--- src/hdl/cfe_pkg.sv ---
// Shared types and constants of the COBS frame encoder.
package cfe_pkg;

  localparam logic [7:0] DELIM_BYTE = 8'h00;

  // Output byte source select
  localparam logic [1:0] SEL_DELIM = 2'd0;
  localparam logic [1:0] SEL_CODE  = 2'd1;
  localparam logic [1:0] SEL_DATA  = 2'd2;

  typedef struct packed {
    logic       take;       // input beat accepted this cycle
    logic       emit;       // load output register
    logic [1:0] sel;        // output byte source
    logic       run_last;   // last beat of this item
    logic       adv;        // step block read pointer
    logic       close_blk;  // block fully sent
  } cfe_cmd_t;

  typedef struct packed {
    logic at_start;   // incoming byte opens a frame
    logic in_zero;    // incoming byte is zero
    logic in_last;    // incoming byte ends the frame (flag or length limit)
    logic pend_zero;  // zero-byte block close pending
    logic pend_last;  // end-of-frame block close pending
    logic blk_empty;  // open block holds no bytes
    logic data_end;   // read pointer at last stored byte
    logic out_ready;  // output register can take a beat
  } cfe_status_t;

endpackage

--- src/hdl/cfe_ram.sv ---
// Generic single-write, single-read RAM with registered read data.
module cfe_ram #(
  parameter int WIDTH = 8,
  parameter int DEPTH = 16,
  localparam int AW = (DEPTH > 1) ? $clog2(DEPTH) : 1
) (
  input  logic             clk_i,
  input  logic             we_i,
  input  logic [AW-1:0]    waddr_i,
  input  logic [WIDTH-1:0] wdata_i,
  input  logic [AW-1:0]    raddr_i,
  output logic [WIDTH-1:0] rdata_o
);

  logic [WIDTH-1:0] mem_q [DEPTH];
  logic [WIDTH-1:0] rdata_q;

  always_ff @(posedge clk_i) begin
    if (we_i) begin
      mem_q[waddr_i] <= wdata_i;
    end
    rdata_q <= mem_q[raddr_i];
  end

  assign rdata_o = rdata_q;

endmodule

--- src/hdl/cfe_dpath.sv ---
// Datapath: frame/block counters, block store, output register.
module cfe_dpath #(
  parameter int MAX_FRAME = 14
) (
  input  logic                clk_i,
  input  logic                rst_ni,
  input  logic [7:0]          data_byte_i,
  input  logic                frame_end_i,
  input  cfe_pkg::cfe_cmd_t    cmd_i,
  output cfe_pkg::cfe_status_t status_o,
  output logic                out_valid_o,
  input  logic                out_stall_i,
  output logic [7:0]          coded_byte_o,
  output logic                run_last_o
);
  import cfe_pkg::*;

  localparam int CW = $clog2(MAX_FRAME + 1);
  localparam int AW = (MAX_FRAME > 1) ? $clog2(MAX_FRAME) : 1;

  logic [CW-1:0] block_cnt_q, block_cnt_d;
  logic [CW-1:0] frame_cnt_q, frame_cnt_d;
  logic [CW-1:0] frame_inc;
  logic [AW-1:0] rd_ptr_q, rd_ptr_d;
  logic          at_start_q, at_start_d;
  logic          pend_zero_q, pend_zero_d;
  logic          pend_last_q, pend_last_d;
  logic          out_valid_q, out_valid_d;
  logic [7:0]    coded_byte_q;
  logic          run_last_q;
  logic [7:0]    emit_byte;
  logic [7:0]    rd_data;
  logic          in_zero, in_last, store_we;

  assign in_zero   = (data_byte_i == 8'h00);
  assign frame_inc = frame_cnt_q + CW'(1);
  // length limit forces the frame to close
  assign in_last   = frame_end_i | (frame_inc == CW'(MAX_FRAME));
  assign store_we  = cmd_i.take & ~in_zero & (block_cnt_q < CW'(MAX_FRAME));

  // read address is the next pointer value so the registered data lines up
  cfe_ram #(
    .WIDTH (8),
    .DEPTH (MAX_FRAME)
  ) u_store (
    .clk_i   (clk_i),
    .we_i    (store_we),
    .waddr_i (block_cnt_q[AW-1:0]),
    .wdata_i (data_byte_i),
    .raddr_i (rd_ptr_d),
    .rdata_o (rd_data)
  );

  always_comb begin
    block_cnt_d = block_cnt_q;
    frame_cnt_d = frame_cnt_q;
    rd_ptr_d    = rd_ptr_q;
    at_start_d  = at_start_q;
    pend_zero_d = pend_zero_q;
    pend_last_d = pend_last_q;
    if (cmd_i.take) begin
      at_start_d  = in_last;
      frame_cnt_d = in_last ? '0 : frame_inc;
      pend_zero_d = in_zero;
      pend_last_d = in_last;
      if (store_we) begin
        block_cnt_d = block_cnt_q + CW'(1);
      end
    end
    if (cmd_i.adv) begin
      rd_ptr_d = rd_ptr_q + AW'(1);
    end
    if (cmd_i.close_blk) begin
      block_cnt_d = '0;
      rd_ptr_d    = '0;
      // zero-byte close always precedes the end-of-frame close
      if (pend_zero_q) begin
        pend_zero_d = 1'b0;
      end else begin
        pend_last_d = 1'b0;
      end
    end
  end

  always_comb begin
    unique case (cmd_i.sel)
      SEL_DELIM: emit_byte = DELIM_BYTE;
      SEL_CODE:  emit_byte = 8'(block_cnt_q) + 8'd1;
      SEL_DATA:  emit_byte = rd_data;
      default:   emit_byte = DELIM_BYTE;
    endcase
  end

  assign out_valid_d = cmd_i.emit | (out_valid_q & out_stall_i);

  always_ff @(posedge clk_i or negedge rst_ni) begin
    if (!rst_ni) begin
      block_cnt_q <= '0;
      frame_cnt_q <= '0;
      rd_ptr_q    <= '0;
      at_start_q  <= 1'b1;
      pend_zero_q <= 1'b0;
      pend_last_q <= 1'b0;
      out_valid_q <= 1'b0;
    end else begin
      block_cnt_q <= block_cnt_d;
      frame_cnt_q <= frame_cnt_d;
      rd_ptr_q    <= rd_ptr_d;
      at_start_q  <= at_start_d;
      pend_zero_q <= pend_zero_d;
      pend_last_q <= pend_last_d;
      out_valid_q <= out_valid_d;
    end
  end

  always_ff @(posedge clk_i) begin
    if (cmd_i.emit) begin
      coded_byte_q <= emit_byte;
      run_last_q   <= cmd_i.run_last;
    end
  end

  assign status_o.at_start  = at_start_q;
  assign status_o.in_zero   = in_zero;
  assign status_o.in_last   = in_last;
  assign status_o.pend_zero = pend_zero_q;
  assign status_o.pend_last = pend_last_q;
  assign status_o.blk_empty = (block_cnt_q == '0);
  assign status_o.data_end  = ((CW'(rd_ptr_q) + CW'(1)) == block_cnt_q);
  assign status_o.out_ready = ~out_valid_q | ~out_stall_i;

  assign out_valid_o  = out_valid_q;
  assign coded_byte_o = coded_byte_q;
  assign run_last_o   = run_last_q;

endmodule

--- src/hdl/cfe_ctrl.sv ---
// Controller: sequences delimiter, block code and block data beats.
module cfe_ctrl (
  input  logic                clk_i,
  input  logic                rst_ni,
  input  logic                in_valid_i,
  output logic                in_stall_o,
  input  cfe_pkg::cfe_status_t status_i,
  output cfe_pkg::cfe_cmd_t    cmd_o
);
  import cfe_pkg::*;

  localparam logic [2:0] ST_IDLE = 3'd0;
  localparam logic [2:0] ST_HEAD = 3'd1;
  localparam logic [2:0] ST_CODE = 3'd2;
  localparam logic [2:0] ST_DATA = 3'd3;
  localparam logic [2:0] ST_TAIL = 3'd4;

  logic [2:0] state_q, state_d;
  logic [2:0] after_blk;
  logic       blk_run_last;

  // where to go once the current block has been sent
  assign after_blk    = status_i.pend_zero ? (status_i.pend_last ? ST_CODE : ST_IDLE)
                                           : ST_TAIL;
  assign blk_run_last = status_i.pend_zero & ~status_i.pend_last;

  always_comb begin
    state_d = state_q;
    cmd_o   = '0;
    cmd_o.sel = SEL_DELIM;
    unique case (state_q)
      ST_IDLE: begin
        if (in_valid_i) begin
          cmd_o.take = 1'b1;
          if (status_i.at_start) begin
            state_d = ST_HEAD;
          end else if (status_i.in_zero || status_i.in_last) begin
            state_d = ST_CODE;
          end
        end
      end
      ST_HEAD: begin
        if (status_i.out_ready) begin
          cmd_o.emit     = 1'b1;
          cmd_o.sel      = SEL_DELIM;
          cmd_o.run_last = ~status_i.pend_zero & ~status_i.pend_last;
          state_d = (status_i.pend_zero || status_i.pend_last) ? ST_CODE : ST_IDLE;
        end
      end
      ST_CODE: begin
        if (status_i.out_ready) begin
          cmd_o.emit = 1'b1;
          cmd_o.sel  = SEL_CODE;
          if (status_i.blk_empty) begin
            cmd_o.close_blk = 1'b1;
            cmd_o.run_last  = blk_run_last;
            state_d = after_blk;
          end else begin
            state_d = ST_DATA;
          end
        end
      end
      ST_DATA: begin
        if (status_i.out_ready) begin
          cmd_o.emit = 1'b1;
          cmd_o.sel  = SEL_DATA;
          if (status_i.data_end) begin
            cmd_o.close_blk = 1'b1;
            cmd_o.run_last  = blk_run_last;
            state_d = after_blk;
          end else begin
            cmd_o.adv = 1'b1;
          end
        end
      end
      ST_TAIL: begin
        if (status_i.out_ready) begin
          cmd_o.emit     = 1'b1;
          cmd_o.sel      = SEL_DELIM;
          cmd_o.run_last = 1'b1;
          state_d = ST_IDLE;
        end
      end
      default: state_d = ST_IDLE;
    endcase
  end

  assign in_stall_o = (state_q != ST_IDLE);

  always_ff @(posedge clk_i or negedge rst_ni) begin
    if (!rst_ni) begin
      state_q <= ST_IDLE;
    end else begin
      state_q <= state_d;
    end
  end

endmodule

--- src/hdl/cobs_frame_encoder_unit.sv ---
// COBS frame encoder top level: controller plus datapath.
//
// Input channel: one raw frame byte per beat (data_byte_i), frame_end_i on the
// final byte. A frame is cut after MAX_FRAME bytes even without frame_end_i.
// Output channel: encoded bytes (coded_byte_o), run_last_o marks the final
// output beat caused by an input beat. Zero input bytes are not sent.
// Frame layout: 0x00, then per block a length code and its nonzero bytes,
// then a trailing 0x00.
// Throughput: a nonzero byte inside a frame is taken without raising
// in_stall_o. A byte that causes output beats holds in_stall_o high while
// the controller emits one beat per cycle, when the output is not stalled,
// from the block store (registered RAM read port, one read per cycle).
// First beat: an accepted item first moves the controller state register,
// which then loads the first output beat into the output register.
// Output stall: out_stall_i freezes a held output beat and the sequence;
// the input stalls until the last pending beat is in the output register.
// Reset: block and frame counts clear, next byte opens a new frame, no output
// beat is pending.
module cobs_frame_encoder_unit #(
  parameter int MAX_FRAME = 14
) (
  input  logic       clk_i,
  input  logic       rst_ni,
  input  logic       in_valid_i,
  output logic       in_stall_o,
  input  logic [7:0] data_byte_i,
  input  logic       frame_end_i,
  output logic       out_valid_o,
  input  logic       out_stall_i,
  output logic [7:0] coded_byte_o,
  output logic       run_last_o
);
  import cfe_pkg::*;

  cfe_cmd_t    cmd;
  cfe_status_t status;

  cfe_ctrl u_ctrl (
    .clk_i      (clk_i),
    .rst_ni     (rst_ni),
    .in_valid_i (in_valid_i),
    .in_stall_o (in_stall_o),
    .status_i   (status),
    .cmd_o      (cmd)
  );

  cfe_dpath #(
    .MAX_FRAME (MAX_FRAME)
  ) u_dpath (
    .clk_i        (clk_i),
    .rst_ni       (rst_ni),
    .data_byte_i  (data_byte_i),
    .frame_end_i  (frame_end_i),
    .cmd_i        (cmd),
    .status_o     (status),
    .out_valid_o  (out_valid_o),
    .out_stall_i  (out_stall_i),
    .coded_byte_o (coded_byte_o),
    .run_last_o   (run_last_o)
  );

endmodule

--- config.mk ---
export PLATFORM = sky130hd
export DESIGN_NAME = cobs_frame_encoder_unit
export DESIGN_NICKNAME = d
export VERILOG_FILES = /design/src/hdl/cfe_pkg.sv /design/src/hdl/cfe_ram.sv /design/src/hdl/cfe_dpath.sv /design/src/hdl/cfe_ctrl.sv /design/src/hdl/cobs_frame_encoder_unit.sv
export SDC_FILE = /design/constraint.sdc
export NUM_CORES = 1
export LEC_CHECK = 0
export BUFFER_PORTS_ARGS = -buffer_cell sky130_fd_sc_hd__buf_2
export CAP_MARGIN = 20
export CORE_AREA = 2 2 140 128
export CTS_CLUSTER_SIZE = 24
export DETAILED_ROUTE_END_ITERATION = 10
export DIE_AREA = 0 0 142 130
export GPL_TIMING_DRIVEN = 0
export SYNTH_ARGS = -nofsm -noshare
export SYNTH_HDL_FRONTEND = slang
export SYNTH_SLANG_ARGS = --single-unit
--- constraint.sdc ---
create_clock -name clk_i -period 2.64 [get_ports clk_i]
set_input_delay 0.792 -clock clk_i [delete_from_list [all_inputs] [get_ports clk_i]]
set_output_delay 0.792 -clock clk_i [all_outputs]
set_load 0.02 [all_outputs]
==> After elaboration in Yosys (flattened, before gate mapping) <==
Memories as Yosys holds them, arrays and structs flattened. A register that Yosys moved wholly into a read port is not among the register bits.
Cells that the tools add are included.
{ "totals": {"register_bits": 28, "word_cells": 97, "mem_count": 1, "input_bits": 13, "ram_bits": 112} }
{ "memory_table": {"columns": ["memory", "depth", "word_bits", "read_ports", "rd_ports_with_merged_regs", "write_ports", "line_no", "source"], "rows": [
  ["u_dpath.u_store.mem_q", 14, 8, 1, 1, 1, "cfe_ram.sv:15", "logic [WIDTH-1:0] mem_q [DEPTH];"]
]} }
{ "classes": {"reduce_logical": 10, "magnitude_cmp": 1, "n_eq_ne": 15, "bitwise_logic": 13, "addsub": 4, "mux": 43} }
{ "ops": {"columns": ["op", "count"], "rows": [
  ["4-bit two-way mux", 9],
  ["3-bit two-way mux", 10],
  ["1-bit two-way mux", 17],
  ["4-bit one-hot mux with 4 select lines", 1],
  ["8-bit one-hot mux with 2 select lines", 1],
  ["3-bit one-hot mux with 5 select lines", 1],
  ["4-bit by 1-bit adder with 4-bit output, second input constant", 3],
  ["2-bit inequality test, second input constant", 6],
  ["8-bit logical NOT", 1],
  ["7-bit AND reduction", 1],
  ["3-bit by 2-bit == test with 1-bit output, second input constant", 2],
  ["6-bit two-way mux", 1],
  ["4-bit by 1-bit adder with 5-bit output, second input constant", 1],
  ["1-bit AND", 5],
  ["1-bit NOT", 5],
  ["4-bit == test", 1],
  ["4-bit == test, second input constant", 1],
  ["4-bit logical NOT", 1],
  ["4-bit < comparator, second input constant", 1],
  ["2-bit two-way mux", 2],
  ["2-bit nonzero test", 2],
  ["3-bit by 1-bit == test with 1-bit output, second input constant", 1],
  ["3-bit == test, second input constant", 1],
  ["3-bit logical NOT", 1],
  ["other kinds (8)", 11]
]} }

==> Logic depth before layout (Yosys ltp) <==
Gate-level depths: netlist of run 1.
{ "logic_depth": {"word_depth": 8, "ltp_mapped": 11, "ltp_nobuf": 10} }

==> By module <==
A second synthesis of run 1 with hierarchy kept.
{ "hier_totals": {"cells_unflattened": 386, "area_unflattened_um2": 6314.8} }
{ "by_module_without_submodules": {"columns": ["mod", "instances", "seq_area_each_um2", "area_each_um2", "cells_each"], "rows": [
  ["cfe_ram", 1, 3523.4, 4606.9, 210],
  ["cfe_dpath", 1, 671.9, 1391.3, 133],
  ["cfe_ctrl", 1, 75.1, 316.6, 43]
]} }

==> Worst setup path before layout of run 1 <==
No wires, ideal clock.
{ "synth_timing": {"kind": "in2reg", "from": "in out_stall_i", "to": "reg u_dpath.u_store.rdata_q[0], in the netlist u_dpath.u_store.rdata_o[0], read port of u_dpath.u_store.mem_q", "required_time_ns": 2.525, "path_buffers": 2, "arrival_ns": 2.532, "setup_slack_ns": -0.007, "path_stages": 9, "setup_ns": 0.115, "path_cell_list": "and2_1 clkbuf_1 a2111oi_4 mux2_4 nor2_8 buf_6 o221ai_1 o211ai_1 and3_1"} }
{ "synth_via": {"elab_chain_len": 6, "word_cells_on_any_way": 8, "cone_classes": "mux (6); bitwise (2)"} }
{ "synth_lines": {"columns": ["element", "line_no", "source"], "rows": [
  ["start, declared", "cobs_frame_encoder_unit.sv:29", "input logic out_stall_i,"],
  ["1-bit NOT (*)", "cfe_dpath.sv:130", "assign status_o.out_ready = ~out_valid_q | ~out_stall_i;"],
  ["1-bit bitwise OR (*)", "cfe_dpath.sv:130", null],
  ["6-bit two-way mux", "cfe_ctrl.sv:64", "if (status_i.out_ready) begin"],
  ["1-bit two-way mux", "cfe_ctrl.sv:31", "unique case (state_q)"],
  ["4-bit two-way mux", "cfe_dpath.sv:70", "if (cmd_i.adv) begin"],
  ["4-bit two-way mux (*)", "cfe_dpath.sv:73", "if (cmd_i.close_blk) begin"],
  ["end, declared", "cfe_ram.sv:16", "logic [WIDTH-1:0] rdata_q;"]
]} }
Mark *: on every way between the ends. The rest lies on a longest branch, timed or not.
A chain may end at the register's enable or synchronous reset.

==> Worst setup path after layout of run 1 <==
{ "layout_timing": {"from": "reg u_dpath.rd_ptr_q[0]", "to": "reg u_dpath.u_store.rdata_q[2], in the netlist u_dpath.u_store.rdata_o[2], read port of u_dpath.u_store.mem_q"} }
{ "layout_via": {"elab_chain_len": 7, "word_cells_on_any_way": 9, "cone_classes": "add/sub (1); eq/ne (1); mux (7)"} }
{ "layout_lines": {"columns": ["element", "line_no", "source"], "rows": [
  ["start, declared", "cfe_dpath.sv:24", "logic [AW-1:0] rd_ptr_q, rd_ptr_d;"],
  ["start signal, assigned", "cfe_dpath.sv:108", "rd_ptr_q <= rd_ptr_d;"],
  ["4-bit by 1-bit adder with 4-bit output", "cfe_dpath.sv:71, cfe_dpath.sv:129", null],
  ["4-bit == test", "cfe_dpath.sv:129", "assign status_o.data_end = ((CW'(rd_ptr_q) + CW'(1)) == block_cnt_q);"],
  ["1-bit two-way mux", "cfe_ctrl.sv:67", "if (status_i.data_end) begin"],
  ["6-bit two-way mux", "cfe_ctrl.sv:64", null],
  ["1-bit two-way mux", "cfe_ctrl.sv:31", null],
  ["4-bit two-way mux", "cfe_dpath.sv:70", null],
  ["4-bit two-way mux (*)", "cfe_dpath.sv:73", null]
]} }
Marked as above.

==> results of run 1 <==
-- worst min path at each step --
| stage | start | endpoint | slack [ns] | depth (start not counted) |
|---|---|---|---|---|
| 2_1_floorplan | u_dpath.u_store.rdata_o[7] | u_dpath.coded_byte_o[7] | 0.48 | 1 |
| 3_3_place_gp | u_dpath.frame_cnt_q[3] | u_dpath.frame_cnt_q[3] | 0.54 | 2 |
| 3_5_place_dp | u_dpath.frame_cnt_q[3] | u_dpath.frame_cnt_q[3] | 0.54 | 2 |
| 4_1_cts | rst_ni | u_dpath.frame_cnt_q[3] | 0.30 | 1 |
| 5_1_grt | rst_ni | u_dpath.frame_cnt_q[0] | 0.33 | 1 |
| 6_report | rst_ni | u_dpath.frame_cnt_q[0] | 0.31 | 1 |
-- power by group --
group,total (W),internal (W),switching (W)
Sequential,0.00313,0.00292,0.000210
Combinational,0.00488,0.00197,0.00291
Clock,0.00261,0.00167,0.000936
Total,0.0106,0.00656,0.00406
-- cell families (layout without fill, tap and decap cells) --
logic type,after synthesis,in the layout
AO/OA/AOI/OAI,147,147
multiplexers,11,11
XOR/XNOR,12,12
AND/OR/NAND/NOR,155,155
buffers and inverters,37,115
adder cells (fa/ha/maj),9,9
flip-flops,148,148
-- worst register-to-register path: cells and delay by family, from the launching register on --
family                     cells  cell delay (ns)
AOI/OAI and AO/OA              4             0.83
buffers and inverters          2             0.42
xor gates and xnor gates       1             0.46
and+or+nand+nor                1             0.20
DFF                            1             0.44
adders and majority gates      1             0.17
-- stage by stage --
step / total power (W) / instances / setup slack, ns / util, % / TNS (ns)
final: 0.0106 / 813 / 0.00879 / 48.7 / 0
after global routing: 0.0111 / 813 / -0.0663 / 48.7 / -0.359
after CTS: 0.0102 / 804 / -0.0238 / 47.6 / -0.0412
after detailed placement: 0.00711 / 760 / -0.822 / 42.0 / -54.62
after global placement: 0.00701 / 758 / -0.881 / 41.9 / -55.90
after floorplan: 0.00597 / 519 / 0.0102 / - / 0
-- sequential cells by signal, indices dropped and copies added, names as in the netlist --
register                 count
u_dpath.block_cnt_q          4
u_ctrl.state_q               3
u_dpath.pend_last_q          1
u_dpath.out_valid_o          1
u_dpath.u_store.mem_q      112
u_dpath.u_store.rdata_o      8
u_dpath.rd_ptr_q             4
u_dpath.frame_cnt_q          4
u_dpath.at_start_q           1
u_dpath.coded_byte_o         8
u_dpath.run_last_o           1
u_dpath.pend_zero_q          1
-- timing repair --
item	in CTS	in global routing
buffers inserted	14	10
endpoints found under the setup margin	121	96
pin swaps	8	17
gates resized for setup	45	28
-- placed cells by master, fill, tap and decap left out, drive strengths merged, types with 3 or more instances in the layout --
cell	instances
edfxtp	121
buf	62
nand2	38
nor2	36
clkbuf	29
o221ai	25
o21ai	23
a21oi	21
dfrtp	18
nor3	14
nand2b	13
inv	13
o31ai	11
a211oi	11
o211ai	9
o22ai	9
mux2i	9
nor3b	9
and3	9
ha	9
nand3b	8
o31a	8
dfxtp	8
and2	8
a32oi	8
nand3	7
xnor2	7
a22oi	5
bufinv	5
clkinv	5
nor4	4
xor2	4
nand4	3
o21a	3
a32o	3
-- cell type report --
type / count / area, um^2 / share of cell area [%]
plain buffers: 24 / 176 / 2.10
clock buffers: 18 / 429 / 5.12
clock inverters: 13 / 205 / 2.45
inverters: 11 / 48.8 / 0.582
multi-input cells: 334 / 2600 / 31.1
flip-flops and latches: 148 / 4280 / 51.0
well taps: 216 / 270 / 3.22
repair buffers: 49 / 373 / 4.45
-- metal layers --
layer	up-vias	share of wire (%)	global-route usage, %
met1	2435	45	26.4
met5	-	0	0
met2	210	47	31.1
met3	23	5.9	4.07
li1	2167	-	-
met4	0	2.4	7.94
==> out/summary.txt, run 1 <==
CLOCK NETWORK
------------------------------------------------------------------------------------------
Level count of the clock H-tree .............................................            4
Clock Latency Late Sink .....................................................      0.42 ns
Number of clock sinks seen by CTS ...........................................          148
Clock-pin slew on the worst setup and hold paths ............................      0.06 ns
Clock tree from TritonCTS ...................................................         done
Num CTS Buffers .............................................................           17
Root buffer selected by CTS .................................................    clkbuf_16
Buffer depth of the longest clock path ......................................            2
Hold buffers post-CTS .......................................................            0

YOSYS
------------------------------------------------------------------------------------------
Number of synthesis warnings ................................................            0
Net count after synthesis ...................................................          541
Parity-gate share of the synthesized area counting xor and xnor cells .......        2.25%
Proportion of synthesized chip area in sequential cells .....................        62.5%
Count of state elements after synthesis .....................................          148
Top cell type's share of synthesized area ...................................        53.2%
Top flip-flop cell by instance count after synthesis ........................     edfxtp_1
Cell variety after synth ....................................................           73
Share of synthesized cell area in full adder, half adder and majority cells .        1.65%
Syn Std Cell Area ...........................................................    6830 um^2
Most frequent cell after synthesis ..........................................     edfxtp_1
Share of flip-flops with an asynchronous set or reset after synthesis .......        12.8%
Share of the synthesized area in compound gates (AO/OA/AOI/OAI) .............        16.2%
Ranking of synthesized cells by instance count .............................. 121 x edfxtp_1, 37 x nand2_1, 35 x nor2_1
Proportion of synthesized area in mux cells .................................        1.70%
Post-synthesis area per instance ............................................    13.2 um^2
Post-Syn Instances ..........................................................          519
Biggest area contributors in the synthesized netlist ........................ edfxtp_1 53%, dfrtp_1 6.6%, o221ai_1 3.1%
Post-synthesis simple-gate area fraction ....................................        12.4%
Dominant combinational cell family by area after synthesis .................. compound AO/OA/AOI/OAI gates
Leading area contributor after synthesis ....................................     edfxtp_1
EDFF count, synth ...........................................................          121

FLOORPLANNING
------------------------------------------------------------------------------------------
Row count ...................................................................           46
I/O pin total ...............................................................           24
Core area ...................................................................  17,200 um^2
Die Ht ......................................................................       130 um
Initial Utilization .........................................................        39.7%
Die Width ...................................................................       142 um
Die area ....................................................................  18,500 um^2

CRITICAL PATH
------------------------------------------------------------------------------------------
Slowest Stage Delay on Critical Path ........................................      0.46 ns
Number of cell instances on the worst register-to-register path .............            9
Delay-heaviest family, CP ................................................... compound AO/OA/AOI/OAI gates
Number of buffers and inverters on the critical path ........................            2
Critical Path Start ......................................................... u_dpath.rd_ptr_q[0]
CP startpoint kind ..........................................................         flop
Cell occurring most often along the worst timing path .......................        buf_4
Arr. time, crit path ........................................................      2.93 ns
Crit-path max FO ............................................................           10
Required time worst endpoint ................................................      2.94 ns
Endpoint class of the critical path .........................................         flop
Logic depth of the worst setup path including buffers .......................            9
Register-to-Register Setup Slack ............................................     0.009 ns
Startpoint of the lowest-slack register-to-register path .................... u_dpath.rd_ptr_q[0]
Worst Setup Path Type ....................................................... flop to flop
Capturing element of the worst setup path ................................... u_dpath.u_store.rdata_o[2]
Reg2reg end ................................................................. u_dpath.u_store.rdata_o[2]
Crit-path cells ............................................................. ha_4 -> xnor3_2 -> buf_4 -> a211oi_4 -> buf_4 -> o221ai_4 -> o221ai_1 -> o21ai_2 -> and3_1
Slowest cell on crit path ...................................................      xnor3_2

PLACED DESIGN
------------------------------------------------------------------------------------------
Total placed instance area ..................................................    7230 um^2
HPWL after detailed placement ...............................................      11.8 mm
Routability-driven placement congestion ratio ...............................        0.861
Total of buffers placed on input and output ports ...........................           23

LAYOUT
------------------------------------------------------------------------------------------
Layout filler cell count ....................................................        1,440
Number of diodes added for antenna fixing ...................................            0
Finished layout cell area ...................................................    8380 um^2
Post-layout net count .......................................................          607
Layout cell share with drive strength beyond 1 ..............................        26.8%
Layout Area Growth over Synthesis ...........................................        22.8%

TIMING
------------------------------------------------------------------------------------------
Post-route clock period utilization .........................................        99.7%
Fin Hold WS .................................................................     0.312 ns
Slew at the pin with the worst max-slew slack ...............................     0.721 ns
Relative max-transition margin ..............................................        51.8%
Count of endpoints failing setup in the final report ........................            0
Unrepaired setup endpoints after global routing .............................         true
Setup Skew ..................................................................    0.0121 ns
Achievable clock frequency ..................................................    0.380 GHz
Fin crit period .............................................................      2.63 ns
Number of pins exceeding their max-slew limit in the final report ...........            0
Count of final hold-check violations ........................................            0

POWER
------------------------------------------------------------------------------------------
Leakage power summed over all cells .........................................      2.85 nW
Power Dens Cells ............................................................ 1270 nW/um^2
Worst vdd rail ir drop ......................................................     0.519 mV

DETAILED ROUTING
------------------------------------------------------------------------------------------
Avg WL per Cell .............................................................      21.4 um
Average vias per placed instance ............................................         5.95
Final routed DRC violation total ............................................            0
Overall via count from detail_route .........................................        4,835
Count of antenna-violating nets left after detailed routing .................            0
Wire length reported by the detailed router .................................      17.4 mm
Detailed-router iteration count before antenna repair .......................            5
Starting DRT DRC Count ......................................................          432

GRT
------------------------------------------------------------------------------------------
Initial antenna violation count .............................................            0
First-pass GRT wire length ..................................................      26.6 mm
Grt total ovfl ..............................................................            0
Maximum number of pins on one net before global-route repair ................           20
All-layer global routing usage ..............................................        19.6%
Number of global-route vias before repair ...................................        4,652

MIN PATH
------------------------------------------------------------------------------------------
Hold Path Class ............................................................. input pin to async pin

STATUS
------------------------------------------------------------------------------------------
Status ...................................................................... complete, no violations

FLOW RUN
------------------------------------------------------------------------------------------
Number of violations of the max-capacitance limit ...........................            0

(Power assumes the default switching activity.)
==> run 2, diff against run 1 <==
==> constraint.sdc (replaced) <==
create_clock -name clk_i -period 2.9 [get_ports clk_i]
set_input_delay 0.87 -clock clk_i [delete_from_list [all_inputs] [get_ports clk_i]]
set_output_delay 0.87 -clock clk_i [all_outputs]
set_load 0.02 [all_outputs]
==> run 2 against run 1 <==
Non-clock buffer count decreased by 11. Via count is 3.6% lower. Maximum frequency fell by 5.2%. Worst setup slack improved by 0.12 ns. Clock-buffer cell count is 10 higher. Routed wire length is 2.3% lower. Clock power decreased by 8.4%. Register-to-register slack better by 0.12 ns. Global-route usage shrank 0.094 points. Hold slack gained 0.072 ns. Flip-flop and latch count unchanged. Critical endpoint is now u_dpath.u_store.rdata_o[6].
==> out/summary.txt, run 2 (synthesis results as in run 1) <==
STATUS
--------------------------------------------------------------------------------
Status ............................................................ complete, no violations

CRITICAL PATH
--------------------------------------------------------------------------------
Crit-path max FO ..................................................           10   unchanged
Required time worst endpoint ......................................      3.20 ns   +0.26 ns
Number of buffers and inverters on the critical path ..............            3   +1
Delay-heaviest family, CP ......................................... simple AND/OR/NAND/NOR gates
Endpoint class of the critical path ...............................         flop
Slowest Stage Delay on Critical Path ..............................      0.47 ns   about the same
Arr. time, crit path ..............................................      3.08 ns   +0.15 ns
CP startpoint kind ................................................         flop
Slowest cell on crit path .........................................      dfrtp_2
Worst Setup Path Type ............................................. flop to flop
Crit-path cells ................................................... inv_1 -> ha_1 -> nor3b_4 -> o211ai_1 -> mux2_4 -> nor2_8 -> inv_6 -> buf_8 -> a211oi_1 -> o21ai_1 -> and3_1

TIMING
--------------------------------------------------------------------------------
Post-route clock period utilization ...............................        95.7%   -4.0 points
Setup Skew ........................................................    0.0120 ns   -0.000122 ns
Relative max-transition margin ....................................        50.2%   -1.5 points
Setup total negative slack ........................................         0 ns   unchanged
Count of endpoints failing setup in the final report ..............            0   unchanged
Number of pins exceeding their max-slew limit in the final report .            0   unchanged
Count of final hold-check violations ..............................            0   unchanged
Slew at the pin with the worst max-slew slack .....................     0.746 ns   +0.0254 ns
Fin crit period ...................................................      2.78 ns   +0.144 ns
Achievable clock frequency ........................................    0.360 GHz   -5.2%

PLACED DESIGN
--------------------------------------------------------------------------------
Total of buffers placed on input and output ports .................           23   unchanged
Placed Cells ......................................................          759   -0.13%
HPWL after detailed placement .....................................      11.7 mm   -0.29%
Routability-driven placement congestion ratio .....................        0.840   -2.4%

CLOCK NETWORK
--------------------------------------------------------------------------------
Root buffer selected by CTS .......................................    clkbuf_16
Number of clock sinks seen by CTS .................................          148   unchanged
Clock tree from TritonCTS .........................................         done
Clock-pin slew on the worst setup and hold paths ..................      0.06 ns   about the same
Level count of the clock H-tree ...................................            4   unchanged
Clock Latency Late Sink ...........................................      0.43 ns   about the same
Num CTS Buffers ...................................................           17   unchanged
Buffer depth of the longest clock path ............................            2   unchanged

DETAILED ROUTING
--------------------------------------------------------------------------------
Count of antenna-violating nets left after detailed routing .......            0   unchanged
Detailed-router iteration count before antenna repair .............            7   +2
Final routed DRC violation total ..................................            0   unchanged
Starting DRT DRC Count ............................................          440   +1.9%
Wire length reported by the detailed router .......................      17.0 mm   -2.3%
Overall via count from detail_route ...............................        4,663   -3.6%
Avg WL per Cell ...................................................      21.1 um   -1.1%
Average vias per placed instance ..................................         5.81   -2.4%

GRT
--------------------------------------------------------------------------------
Number of global-route vias before repair .........................        4,483   -3.6%
Met3 Track Usage GR ...............................................        4.48%   +0.40 points
Maximum number of pins on one net before global-route repair ......           20   unchanged
Met1 Track Usage GR ...............................................        26.8%   +0.38 points
All-layer global routing usage ....................................        19.5%   -0.094 points
Grt total ovfl ....................................................            0   unchanged
Met2 Track Usage GR ...............................................        30.8%   -0.31 points
Busiest metal layer after global routing ..........................         met2
First-pass GRT wire length ........................................      26.2 mm   -1.6%
Initial antenna violation count ...................................            0   unchanged

FLOORPLANNING
--------------------------------------------------------------------------------
Core area .........................................................  17,200 um^2   unchanged
Die Ht ............................................................       130 um   unchanged
Row count .........................................................           46   unchanged
Die area ..........................................................  18,500 um^2   unchanged
I/O pin total .....................................................           24   unchanged
Initial Utilization ...............................................        39.7%   unchanged
Die Width .........................................................       142 um   unchanged

LAYOUT
--------------------------------------------------------------------------------
Layout Area Growth over Synthesis .................................        19.0%
Post-layout net count .............................................          596   -1.8%
Commonest non-fill, non-tap cells in the layout ................... 121 x edfxtp_1, 37 x nand2_1, 26 x buf_2
Largest register by flop count .................................... u_dpath.u_store.mem_q
Layout cell share with drive strength beyond 1 ....................        21.8%   -5.0 points
Final instance count without filler cells .........................          803   -1.2%
Most common cell after layout, fill and taps aside ................     edfxtp_1
Flip-flop count of the largest register after layout ..............          112   unchanged
Number of diodes added for antenna fixing .........................            0   unchanged

POWER
--------------------------------------------------------------------------------
Power Dens Cells .................................................. 1140 nW/um^2   -9.9%
Worst vdd rail ir drop ............................................     0.523 mV   +0.77%
Power after layout ................................................    0.00927 W   -13%
Leakage power summed over all cells ...............................      2.78 nW   -2.4%

FLOW RUN
--------------------------------------------------------------------------------
Number of violations of the max-capacitance limit .................            0   unchanged

MIN PATH
--------------------------------------------------------------------------------
Hold Path Class ................................................... input pin to async pin

-- run 2: changes by cell type in the layout (fill, tap and decap cells not counted), moves of 4 or more --
cell       before  now
clkbuf_8        0    4
clkbuf_16      17   21
buf_12          5    1
buf_4          22   15
nor2_2          4   10
nor2_4          6    0
-- run 2: worst paths after layout --
path	from	end	slack, ns	depth (start not counted)
min in group clk_i	u_dpath.frame_cnt_q[3]	u_dpath.frame_cnt_q[3]	0.56	2
max reg2reg	u_dpath.block_cnt_q[1]	u_dpath.u_store.rdata_o[6]	0.12	11
min reg2reg	u_dpath.frame_cnt_q[3]	u_dpath.frame_cnt_q[3]	0.56	2
max	u_dpath.block_cnt_q[1]	u_dpath.u_store.rdata_o[6]	0.12	11
min	rst_ni	u_dpath.frame_cnt_q[1]	0.38	1
max in group asynchronous	rst_ni	u_dpath.at_start_q	2.18	1
-- run 2: final cells by class --
class | instances | area [um^2]
timing repair buffer | 37 | 230
clock inverter | 4 | 72.6
multi-input combinational | 334 | 2460
sequential | 148 | 4270
fill | 1490 | 9090
buffer | 25 | 175
tap | 216 | 270
clock buffer | 28 | 592
inverter | 11 | 46.3
-- run 2: metrics by stage --
stage,instance area [um^2],hold slack [ns],setup slack (ns),util (%)
global route,8120,0.408,-0.00603,47.2
global placement,7210,0.532,-0.719,41.9
finish,8120,0.384,0.124,47.2
detailed placement,7220,0.543,-0.664,41.9
floorplan,6830,0.482,0.175,-
CTS,8010,0.392,-0.115,46.6
-- run 2: metal layers --
metal  up-vias  routed length, um
li1       2146                  -
met1      2297               7630
met2       195               7890
met3        25               1220
met4         0                228
met5         -                  0
-- run 2: where the power goes --
part / internal [W] / total, W / switching [W]
clock: 0.00157 / 0.00239 / 0.000827
sequential: 0.00265 / 0.00284 / 0.000188
combinational: 0.00155 / 0.00404 / 0.00249
total: 0.00577 / 0.00927 / 0.00350
-- run 2: timing repair --
action | 4_1_cts | 5_1_grt
setup buffers | 5 | 8
hold buffers | 0 | 0
pin swaps | 4 | 3
endpoints found under the setup margin | 110 | 121
endpoints found under the hold margin | 0 | 0
gates resized for setup | 19 | 15
